**config.mk**
```make
export PLATFORM = sky130hd
export DESIGN_NAME = midpoint_ellipse_rasterizer
export DESIGN_NICKNAME = d
export VERILOG_FILES = /design/src/rtl/mer_pkg.sv /design/src/rtl/mer_ctrl.sv /design/src/rtl/mer_datapath.sv /design/src/rtl/midpoint_ellipse_rasterizer.sv
export SDC_FILE = /design/constraint.sdc
export NUM_CORES = 2
export LEC_CHECK = 0
export BUFFER_PORTS_ARGS = -buffer_cell sky130_fd_sc_hd__buf_2
export CAP_MARGIN = 20
export CORE_MARGIN = 5
export CORE_UTILIZATION = 45
export CTS_CLUSTER_DIAMETER = 200
export DETAILED_ROUTE_END_ITERATION = 8
export PLACE_DENSITY = 0.69
export SYNTH_ARGS = -nofsm -noshare
export SYNTH_HDL_FRONTEND = slang
export SYNTH_HIERARCHICAL = 1
export SYNTH_SLANG_ARGS = --single-unit
```
**constraint.sdc**
```tcl
create_clock -name clk -period 11 [get_ports clk]
set_input_delay 1.1 -clock clk [delete_from_list [all_inputs] [get_ports clk]]
set_output_delay 1.1 -clock clk [all_outputs]
set_load 0.02 [all_outputs]
```
**src/rtl/mer_pkg.sv**
```systemverilog
`timescale 1ns / 1ps

package mer_pkg;

	// Radius width default; the top level carries the real parameter
	localparam int RADIUS_BITS_DEF = 8;

	// Output coordinate and config register widths
	localparam int PIX_W     = 11;
	localparam int CFG_W     = 9;
	localparam int CFG_IDX_W = 2;
	localparam int BEAT_W    = 2;

	// Config register indexes
	localparam logic [CFG_IDX_W-1:0] CFG_SCREEN_OFFSET = 2'd0;
	localparam logic [CFG_IDX_W-1:0] CFG_CENTER_X      = 2'd1;
	localparam logic [CFG_IDX_W-1:0] CFG_CENTER_Y      = 2'd2;

	localparam logic [CFG_W-1:0] SCREEN_OFFSET_RST = 9'd250;

	// Input action codes
	localparam logic ACT_START = 1'b0;
	localparam logic ACT_STEP  = 1'b1;

	// Fourth mirror pixel of a step
	localparam logic [BEAT_W-1:0] LAST_BEAT = 2'd3;

	typedef enum logic [1:0] {
		PH_IDLE,
		PH_R1,
		PH_R2,
		PH_DONE
	} phase_t;

	// Operand pairs of the shared multiplier
	typedef enum logic [2:0] {
		MUL_RXRX,
		MUL_RYRY,
		MUL_RX2RY,
		MUL_TT,
		MUL_RY2TT,
		MUL_UU,
		MUL_RX2UU,
		MUL_RX2RY2
	} mul_sel_t;

	typedef enum logic [3:0] {
		CS_IDLE,
		CS_ST_M1,
		CS_ST_M2,
		CS_ST_M3,
		CS_ST_INIT,
		CS_ST_EMIT,
		CS_R2_M1,
		CS_R2_M2,
		CS_R2_M3,
		CS_R2_M4,
		CS_R2_M5,
		CS_R2_INIT,
		CS_ITER,
		CS_EMIT,
		CS_FIN
	} ctrl_state_t;

	// Controller to datapath
	typedef struct packed {
		logic              in_load;
		mul_sel_t          mul_sel;
		logic              cap_rx2;
		logic              cap_ry2;
		logic              acc_load;
		logic              acc_add;
		logic              start_init;
		logic              r2_init;
		logic              iter;
		logic              set_done;
		logic              out_load;
		logic              out_fin;
		logic              out_last;
		logic [BEAT_W-1:0] beat;
	} mer_cmd_t;

	// Datapath to controller
	typedef struct packed {
		phase_t phase;
		logic   px_lt_py;
		logic   y_pos;
		logic   out_free;
	} mer_status_t;

endpackage

```
**src/rtl/mer_ctrl.sv**
```systemverilog
`timescale 1ns / 1ps

module mer_ctrl import mer_pkg::*; (
	input  logic        clk,
	input  logic        arst_n,
	input  logic        cmd_valid,
	input  logic        action,
	output logic        cmd_ready,
	input  mer_status_t status,
	output mer_cmd_t    cmd
);

	ctrl_state_t       state_q, state_d;
	logic [BEAT_W-1:0] beat_q, beat_d;

	// State and beat counter
	always_ff @(posedge clk or negedge arst_n) begin
		if (!arst_n) begin
			state_q <= CS_IDLE;
			beat_q  <= '0;
		end else begin
			state_q <= state_d;
			beat_q  <= beat_d;
		end
	end

	// Next state and commands
	always_comb begin
		state_d   = state_q;
		beat_d    = beat_q;
		cmd_ready = 1'b0;
		cmd       = '0;
		unique case (state_q)
			CS_IDLE: begin
				cmd_ready = 1'b1;
				if (cmd_valid) begin
					if (action == ACT_START) begin
						cmd.in_load = 1'b1;
						state_d     = CS_ST_M1;
					end else begin
						unique case (status.phase)
							PH_R1:   state_d = status.px_lt_py ? CS_ITER : CS_R2_M1;
							PH_R2:   state_d = status.y_pos ? CS_ITER : CS_FIN;
							default: state_d = CS_FIN;
						endcase
					end
				end
			end
			// start: rx^2, ry^2, rx^2*ry
			CS_ST_M1: begin
				cmd.mul_sel = MUL_RXRX;
				state_d     = CS_ST_M2;
			end
			CS_ST_M2: begin
				cmd.cap_rx2 = 1'b1;
				cmd.mul_sel = MUL_RYRY;
				state_d     = CS_ST_M3;
			end
			CS_ST_M3: begin
				cmd.cap_ry2 = 1'b1;
				cmd.mul_sel = MUL_RX2RY;
				state_d     = CS_ST_INIT;
			end
			CS_ST_INIT: begin
				cmd.start_init = 1'b1;
				state_d        = CS_ST_EMIT;
			end
			CS_ST_EMIT: begin
				if (status.out_free) begin
					cmd.out_load = 1'b1;
					cmd.out_last = 1'b1;
					state_d      = CS_IDLE;
				end
			end
			// region-two setup: ry^2*t^2 + 4*rx^2*u^2 - 4*rx^2*ry^2
			CS_R2_M1: begin
				cmd.mul_sel = MUL_TT;
				state_d     = CS_R2_M2;
			end
			CS_R2_M2: begin
				cmd.mul_sel = MUL_RY2TT;
				state_d     = CS_R2_M3;
			end
			CS_R2_M3: begin
				cmd.acc_load = 1'b1;
				cmd.mul_sel  = MUL_UU;
				state_d      = CS_R2_M4;
			end
			CS_R2_M4: begin
				cmd.mul_sel = MUL_RX2UU;
				state_d     = CS_R2_M5;
			end
			CS_R2_M5: begin
				cmd.acc_add = 1'b1;
				cmd.mul_sel = MUL_RX2RY2;
				state_d     = CS_R2_INIT;
			end
			CS_R2_INIT: begin
				cmd.r2_init = 1'b1;
				state_d     = status.y_pos ? CS_ITER : CS_FIN;
			end
			CS_ITER: begin
				cmd.iter = 1'b1;
				beat_d   = '0;
				state_d  = CS_EMIT;
			end
			// four mirror pixels, one beat each
			CS_EMIT: begin
				if (status.out_free) begin
					cmd.out_load = 1'b1;
					cmd.beat     = beat_q;
					cmd.out_last = (beat_q == LAST_BEAT);
					if (beat_q == LAST_BEAT) begin
						state_d = CS_IDLE;
					end else begin
						beat_d = beat_q + 1'b1;
					end
				end
			end
			CS_FIN: begin
				if (status.out_free) begin
					cmd.out_load = 1'b1;
					cmd.out_fin  = 1'b1;
					cmd.out_last = 1'b1;
					cmd.set_done = 1'b1;
					state_d      = CS_IDLE;
				end
			end
			default: state_d = CS_IDLE;
		endcase
	end

endmodule

```
**src/rtl/mer_datapath.sv**
```systemverilog
`timescale 1ns / 1ps

module mer_datapath import mer_pkg::*; #(
	parameter int RADIUS_BITS = RADIUS_BITS_DEF
) (
	input  logic                    clk,
	input  logic                    arst_n,
	input  mer_cmd_t                cmd,
	output mer_status_t             status,
	input  logic [RADIUS_BITS-1:0]  radius_x,
	input  logic [RADIUS_BITS-1:0]  radius_y,
	input  logic                    cfg_valid,
	output logic                    cfg_ready,
	input  logic [CFG_IDX_W-1:0]    cfg_index,
	input  logic [CFG_W-1:0]        cfg_data,
	output logic                    res_valid,
	input  logic                    res_ready,
	output logic signed [PIX_W-1:0] pixel_x,
	output logic signed [PIX_W-1:0] pixel_y,
	output logic                    pixel_valid,
	output logic                    last_of_step,
	output logic                    finished
);

	localparam int R  = RADIUS_BITS;
	localparam int XW = R + 2;      // x coordinate
	localparam int YW = R;          // y coordinate
	localparam int QW = 2 * R;      // squared radius
	localparam int SW = 3 * R + 3;  // px, py
	localparam int DW = 4 * R + 8;  // decision, signed
	localparam int MA = 2 * R + 6;  // multiplier operand A
	localparam int MB = 2 * R;      // multiplier operand B
	localparam int PW = MA + MB;    // product
	localparam logic signed [DW-1:0] TRUNC_BIAS = 3;

	logic [R-1:0]  rx_q, ry_q;
	logic [QW-1:0] rx2_q, ry2_q;
	logic [PW-1:0] mul_q;
	logic signed [DW-1:0] acc_q;
	logic [XW-1:0] x_q;
	logic [YW-1:0] y_q;
	logic [SW-1:0] px_q, py_q;
	logic signed [DW-1:0] dec_q;
	phase_t        phase_q;
	logic [CFG_W-1:0]        off_q;
	logic signed [CFG_W-1:0] cx_q, cy_q;
	logic                    res_valid_q;
	logic [PIX_W-1:0]        pix_x_q, pix_y_q;
	logic                    pix_valid_q, last_q, fin_q;

	// Divide by four, truncating toward zero
	function automatic logic signed [DW-1:0] quarter_trunc(input logic signed [DW-1:0] v);
		logic signed [DW-1:0] b;
		b = v[DW-1] ? (v + TRUNC_BIAS) : v;
		return b >>> 2;
	endfunction

	// Multiplier operands
	logic [XW:0]   t_val;
	logic [YW-1:0] u_abs;
	logic [MA-1:0] op_a;
	logic [MB-1:0] op_b;

	assign t_val = {x_q, 1'b1};
	assign u_abs = (y_q == '0) ? YW'(1) : (y_q - 1'b1);

	always_comb begin
		op_a = '0;
		op_b = '0;
		unique case (cmd.mul_sel)
			MUL_RXRX: begin
				op_a = MA'(rx_q);
				op_b = MB'(rx_q);
			end
			MUL_RYRY: begin
				op_a = MA'(ry_q);
				op_b = MB'(ry_q);
			end
			MUL_RX2RY: begin
				op_a = MA'(ry_q);
				op_b = rx2_q;
			end
			MUL_TT: begin
				op_a = MA'(t_val);
				op_b = MB'(t_val);
			end
			MUL_RY2TT: begin
				op_a = mul_q[MA-1:0];
				op_b = ry2_q;
			end
			MUL_UU: begin
				op_a = MA'(u_abs);
				op_b = MB'(u_abs);
			end
			MUL_RX2UU: begin
				op_a = mul_q[MA-1:0];
				op_b = rx2_q;
			end
			MUL_RX2RY2: begin
				op_a = MA'(ry2_q);
				op_b = rx2_q;
			end
			default: begin
				op_a = '0;
				op_b = '0;
			end
		endcase
	end

	// Shared multiplier, registered product
	always_ff @(posedge clk) begin
		mul_q <= op_a * op_b;
		if (cmd.in_load) begin
			rx_q <= radius_x;
			ry_q <= radius_y;
		end
		if (cmd.acc_load) begin
			acc_q <= $signed(DW'(mul_q));
		end else if (cmd.acc_add) begin
			acc_q <= acc_q + $signed(DW'({mul_q, 2'b00}));
		end
	end

	// Iteration terms
	logic [SW-1:0] two_rx2, two_ry2, px_inc, py_dec;
	logic signed [DW-1:0] d_rx2, d_ry2, d_pxi, d_pyd;
	logic signed [DW-1:0] st_dec, r2_dec, it_dec;
	logic [XW-1:0] it_x;
	logic [YW-1:0] it_y;
	logic [SW-1:0] it_px, it_py;

	assign two_rx2 = SW'({rx2_q, 1'b0});
	assign two_ry2 = SW'({ry2_q, 1'b0});
	assign px_inc  = px_q + two_ry2;
	assign py_dec  = py_q - two_rx2;
	assign d_rx2   = $signed(DW'(rx2_q));
	assign d_ry2   = $signed(DW'(ry2_q));
	assign d_pxi   = $signed(DW'(px_inc));
	assign d_pyd   = $signed(DW'(py_dec));

	// Start decision from ry^2, rx^2 and the rx^2*ry product
	assign st_dec = quarter_trunc($signed(DW'({ry2_q, 2'b00}))
		- $signed(DW'({mul_q, 2'b00})) + d_rx2);
	// Region-two decision: accumulated terms minus 4*rx^2*ry^2
	assign r2_dec = quarter_trunc(acc_q - $signed(DW'({mul_q, 2'b00})));

	always_comb begin
		it_x   = x_q;
		it_y   = y_q;
		it_px  = px_q;
		it_py  = py_q;
		it_dec = dec_q;
		if (phase_q == PH_R1) begin
			it_x  = x_q + 1'b1;
			it_px = px_inc;
			if (dec_q < 0) begin
				it_dec = dec_q + d_ry2 + d_pxi;
			end else begin
				it_y   = y_q - 1'b1;
				it_py  = py_dec;
				it_dec = dec_q + d_ry2 + d_pxi - d_pyd;
			end
		end else begin
			it_y  = y_q - 1'b1;
			it_py = py_dec;
			if (dec_q > 0) begin
				it_dec = dec_q + d_rx2 - d_pyd;
			end else begin
				it_x   = x_q + 1'b1;
				it_px  = px_inc;
				it_dec = dec_q + d_rx2 - d_pyd + d_pxi;
			end
		end
	end

	// Ellipse state
	always_ff @(posedge clk or negedge arst_n) begin
		if (!arst_n) begin
			rx2_q   <= '0;
			ry2_q   <= '0;
			x_q     <= '0;
			y_q     <= '0;
			px_q    <= '0;
			py_q    <= '0;
			dec_q   <= '0;
			phase_q <= PH_IDLE;
		end else begin
			if (cmd.cap_rx2) begin
				rx2_q <= mul_q[QW-1:0];
			end
			if (cmd.cap_ry2) begin
				ry2_q <= mul_q[QW-1:0];
			end
			if (cmd.start_init) begin
				x_q     <= '0;
				y_q     <= ry_q;
				px_q    <= '0;
				py_q    <= SW'({mul_q, 1'b0});
				dec_q   <= st_dec;
				phase_q <= PH_R1;
			end else if (cmd.r2_init) begin
				dec_q   <= r2_dec;
				phase_q <= PH_R2;
			end else if (cmd.iter) begin
				x_q   <= it_x;
				y_q   <= it_y;
				px_q  <= it_px;
				py_q  <= it_py;
				dec_q <= it_dec;
			end else if (cmd.set_done && phase_q == PH_R2) begin
				phase_q <= PH_DONE;
			end
		end
	end

	// Config registers
	assign cfg_ready = 1'b1;

	always_ff @(posedge clk or negedge arst_n) begin
		if (!arst_n) begin
			off_q <= SCREEN_OFFSET_RST;
			cx_q  <= '0;
			cy_q  <= '0;
		end else if (cfg_valid) begin
			unique case (cfg_index)
				CFG_SCREEN_OFFSET: off_q <= cfg_data;
				CFG_CENTER_X:      cx_q  <= cfg_data;
				CFG_CENTER_Y:      cy_q  <= cfg_data;
				default: ;
			endcase
		end
	end

	// Mirror pixel: beat bit 0 negates x, bit 1 negates y
	logic [PIX_W-1:0] xs, ys, sx, sy, base_x, base_y;

	assign xs     = PIX_W'(x_q);
	assign ys     = PIX_W'(y_q);
	assign sx     = cmd.beat[0] ? (PIX_W'(0) - xs) : xs;
	assign sy     = cmd.beat[1] ? (PIX_W'(0) - ys) : ys;
	assign base_x = PIX_W'(off_q) + PIX_W'(cx_q);
	assign base_y = PIX_W'(off_q) + PIX_W'(cy_q);

	// Output register
	always_ff @(posedge clk or negedge arst_n) begin
		if (!arst_n) begin
			res_valid_q <= 1'b0;
		end else if (cmd.out_load) begin
			res_valid_q <= 1'b1;
		end else if (res_ready) begin
			res_valid_q <= 1'b0;
		end
	end

	always_ff @(posedge clk) begin
		if (cmd.out_load) begin
			last_q <= cmd.out_last;
			if (cmd.out_fin) begin
				pix_x_q     <= '0;
				pix_y_q     <= '0;
				pix_valid_q <= 1'b0;
				fin_q       <= 1'b1;
			end else begin
				pix_x_q     <= base_x + sx;
				pix_y_q     <= base_y + sy;
				pix_valid_q <= 1'b1;
				fin_q       <= 1'b0;
			end
		end
	end

	assign res_valid    = res_valid_q;
	assign pixel_x      = $signed(pix_x_q);
	assign pixel_y      = $signed(pix_y_q);
	assign pixel_valid  = pix_valid_q;
	assign last_of_step = last_q;
	assign finished     = fin_q;

	// Status
	assign status.phase    = phase_q;
	assign status.px_lt_py = (px_q < py_q);
	assign status.y_pos    = (y_q != '0);
	assign status.out_free = !res_valid_q || res_ready;

endmodule

```
**src/rtl/midpoint_ellipse_rasterizer.sv**
```systemverilog
// Start item: after acceptance the multiply states and a setup state run, then the
// start pixel lands in the output register.
// Step item: an iteration state, then 4 pixel beats from one output register.
// A step entering region two first runs 5 shared-multiplier passes plus setup.
// No iteration left: a finished beat is loaded. No new item is taken before an item's
// last beat is loaded, which waits while a beat is held and res_ready is low. Async
// active-low reset: idle, coordinates zero, offset 250, centers zero.
`timescale 1ns / 1ps

module midpoint_ellipse_rasterizer import mer_pkg::*; #(
	parameter int RADIUS_BITS = RADIUS_BITS_DEF
) (
	input  logic                    clk,
	input  logic                    arst_n,
	input  logic                    cmd_valid,
	output logic                    cmd_ready,
	input  logic                    action,
	input  logic [RADIUS_BITS-1:0]  radius_x,
	input  logic [RADIUS_BITS-1:0]  radius_y,
	input  logic                    cfg_valid,
	output logic                    cfg_ready,
	input  logic [CFG_IDX_W-1:0]    cfg_index,
	input  logic [CFG_W-1:0]        cfg_data,
	output logic                    res_valid,
	input  logic                    res_ready,
	output logic signed [PIX_W-1:0] pixel_x,
	output logic signed [PIX_W-1:0] pixel_y,
	output logic                    pixel_valid,
	output logic                    last_of_step,
	output logic                    finished
);

	mer_cmd_t    cmd;
	mer_status_t status;

	// Sequencer
	mer_ctrl u_ctrl (
		.clk       (clk),
		.arst_n    (arst_n),
		.cmd_valid (cmd_valid),
		.action    (action),
		.cmd_ready (cmd_ready),
		.status    (status),
		.cmd       (cmd)
	);

	// Arithmetic, ellipse state, config and output register
	mer_datapath #(
		.RADIUS_BITS (RADIUS_BITS)
	) u_datapath (
		.clk          (clk),
		.arst_n       (arst_n),
		.cmd          (cmd),
		.status       (status),
		.radius_x     (radius_x),
		.radius_y     (radius_y),
		.cfg_valid    (cfg_valid),
		.cfg_ready    (cfg_ready),
		.cfg_index    (cfg_index),
		.cfg_data     (cfg_data),
		.res_valid    (res_valid),
		.res_ready    (res_ready),
		.pixel_x      (pixel_x),
		.pixel_y      (pixel_y),
		.pixel_valid  (pixel_valid),
		.last_of_step (last_of_step),
		.finished     (finished)
	);

`ifndef SYNTH
	// Region two only runs once px has caught up with py
	a_r2_slope: assert property (@(posedge clk) disable iff (!arst_n)
		status.phase == PH_R2 |-> !status.px_lt_py)
		else $error("px below py in region two");

	// State updates and output loads never collide
	a_cmd_excl: assert property (@(posedge clk) disable iff (!arst_n)
		$onehot0({cmd.start_init, cmd.r2_init, cmd.iter, cmd.out_load}))
		else $error("overlapping datapath commands");

	// A pixel beat implies an ellipse has been started
	a_pix_phase: assert property (@(posedge clk) disable iff (!arst_n)
		res_valid && pixel_valid |-> status.phase != PH_IDLE)
		else $error("pixel emitted with no ellipse");

	// One item at a time: no accept right after an accept
	a_one_item: assert property (@(posedge clk) disable iff (!arst_n)
		cmd_valid && cmd_ready |=> !cmd_ready)
		else $error("item accepted while busy");
`endif

endmodule

```
==> metrics.yaml <==
worst_setup_path:
  cp_max_fo: 13
  ff2ff_path_depth: 32
  required_ns: 11.48
  r2r_start: "u_datapath/y_q[0]"
  cp_slowest_cell: "fa_1"
  cp_data_arrival_time_ns: 10.70
  crit_path_frequent_cell: "fa_1"
  critPathKind: "flop to flop"
  cpPeakStageDelay_ns: 0.56
  worstSetupEndpointType: "flop"
  cp-startpoint: "u_datapath/y_q[0]"
  crit_path_start_kind: "flop"
final_layout:
  final_cell_count_no_fill: 6871
  seq_area_sq_um: 7630
  multi_input_area_sq_um: 34100
  fin_nets: 6371
  final_cell_mix: "inv_1 (668), nand2_1 (578), nor2_1 (495)"
  drive_above_1_share_pct: 5.96
  fin_util_pct: 48.4
  diodes: 0
  area_growth_pct: 7.27
  final_common_cell: "inv_1"
  fillers: 9614
  fin_area_sq_um: 48200
timing:
  slew_headroom_pct: 24.1
  rsz0062_at_grt: "no"
  min_period_ns: 10.22
  setup_viol: 0
  tns_ns: 0
  slew_viol_final: 0
  skew_ns: 0.0302
  timing.fmax_mhz: 97.8
  worstMarginPinSlew_ns: 1.14
  period_share_pct: 93.0
  hold_viol_final: 0
cts:
  cts_made_buffers: 42
  cts.clk_slew.worst_paths_ns: 0.06
  tritoncts: "built"
  clock_tree.root_cell: "clkbuf_16"
  htreeDepth: 2
  cts.path.max_buffers: 3
  clkLatencyLatePin_ns: 0.60
  postCtsSetupBuffers: 0
  cts.sinks: 297
placed_design:
  place_congestion: 1.02
  port_buffers: 59
  placed_area_sq_um: 46700
  dp_hpwl_um: 123000
  place_inst: 6791
yosys:
  synth-seq-area-share_pct: 17.0
  netlist_instances: 5566
  synth_edf_count: 79
  avgSynthCellArea_sq_um: 8.08
  synth_ff_type: "dfrtp_1"
  async_flop_share_pct: 59.9
  ys_seq_elements: 297
  ys_types: 113
  synthesis.area_sq_um: 45000
  yosysWarnings: 6
routing:
  drtIter0Drc: 4473
  dr_total_vias: 41100
  routed_wl_um: 150000
  ant_nets: 0
  drc: 0
  wl_per_cell_um: 21.8
  drt_first_pass_iters: 6
  via_per_inst: 5.98
grt:
  antenna_found_initial: 1
  grt_pass1_vias: 40300
  grt_pass1_wl_um: 231000
  grt_max_degree: 118
  grt-ovfl-total: 0
  track_usage_pct: 27.5
status:
  status: "completed"
floorplan:
  die_area_sq_um: 106000
  start_util_pct: 45.1
  fp-row-count: 116
  fp.coreArea_sq_um: 99600
  ioPinCount: 61
  fp.dieH_um: 326
  dieWidth_um: 326
hold_path:
  hold_path.class: "flop to flop"
  worstHoldStart: "u_datapath/cy_q[1]"
  holdPathStages: 1
flow_run:
  maxCapViolations: 0
-- cells in the mapped netlist (59+ instances only) --
cell type  number  area share (%)
o21ai_0       321             3.6
a21oi_1       372             4.1
nand3_1        83            0.92
ha_1          447              12
inv_1         668             5.6
clkbuf_1      176             1.5
o21a_1         65             1.1
dfrtp_1       172             9.6
nor2_1        501             4.2
a21o_1        125             2.1
fa_1          351              16
edfxtp_1       79             5.3
nand2b_1       59            0.82
xnor2_1       280             5.5
xor2_1        132             2.6
nor3_1        103             1.1
nand2_1       578             4.8
a211oi_1       71             1.2
-- critical path: cells and delay by family (launching register included) --
family / cells / cell delay, ns
xor+xnor: 1 / 0.08
fa+ha+maj: 8 / 3.59
simple gates: 9 / 3.01
compound gates: 9 / 2.63
buf+inv: 5 / 0.34
flops: 1 / 0.41
-- routing by layer --
layer	track usage, %	wire, um
met5	0	0
met4	10.9	7210
met1	38.1	63700
met2	43.3	65200
met3	4.14	13700
-- per-stage QoR --
stage	worst slack, ns	hold slack (ns)
2_1_floorplan	1.85	0.466
3_3_place_gp	0.551	0.486
3_5_place_dp	0.498	0.493
4_1_cts	0.414	0.506
5_1_grt	0.174	0.519
6_report	0.775	0.507
-- sequential cells by signal, indices dropped and copies added (netlist names), 8 cells and up --
register and flops:
u_datapath/cy_q 9, u_datapath/y_q 8, u_datapath/acc_q 40, u_datapath/off_q 9, u_datapath/ry2_q 16, u_datapath/pixel_y 11, u_datapath/dec_q 40, u_datapath/pixel_x 11
u_datapath/x_q 10, u_datapath/rx_q 8, u_datapath/py_q 26, u_datapath/rx2_q 16, u_datapath/px_q 26, u_datapath/mul_q 38, u_datapath/ry_q 8, u_datapath/cx_q 9
-- kinds of logic (layout without fill, tap and decap cells) --
group | count (synthesis) | in the layout | synth area share (%)
AND/OR/NAND/NOR | 1726 | 1726 | 18.0
AO/OA/AOI/OAI | 1399 | 1399 | 20.2
buffers and inverters | 877 | 880 | 7.44
multiplexers | 56 | 56 | 1.32
XOR/XNOR | 412 | 412 | 8.03
adder cells (fa/ha/maj) | 798 | 798 | 28.1
flip-flops | 297 | 297 | 17.0
other | 1 | 5 | 0.00834
-- path summary, 6_finish.rpt --
| path | to | slack [ns] |
|---|---|---|
| setup / recovery | u_datapath/mul_q[37] | 0.78 |
| hold / removal | u_datapath/cy_q[1] | 0.51 |
| setup reg to reg | u_datapath/mul_q[37] | 0.78 |
| hold reg to reg | u_datapath/cy_q[1] | 0.51 |
| max in group asynchronous | u_datapath/dec_q[38] | 8.85 |
| min in group asynchronous | u_datapath/px_q[2] | 0.63 |
-- area by class of cell --
cell class	count	share of cell area, %
clock buffers	53	2.42
clock inverters	24	0.615
inverters	671	5.22
multi-input cells	4396	70.7
flip-flops and latches	297	15.8
well taps	1298	3.37
repair buffers	132	1.80
-- timing repair --
item | in CTS | in global routing
hold buffers | 0 | 0
endpoints found under the setup margin | 0 | 3
resized for setup | 0 | 3
Power is left out: the tool's default activity adds up to more than one toggle a clock period on the data nets, which glitch-free logic cannot reach.
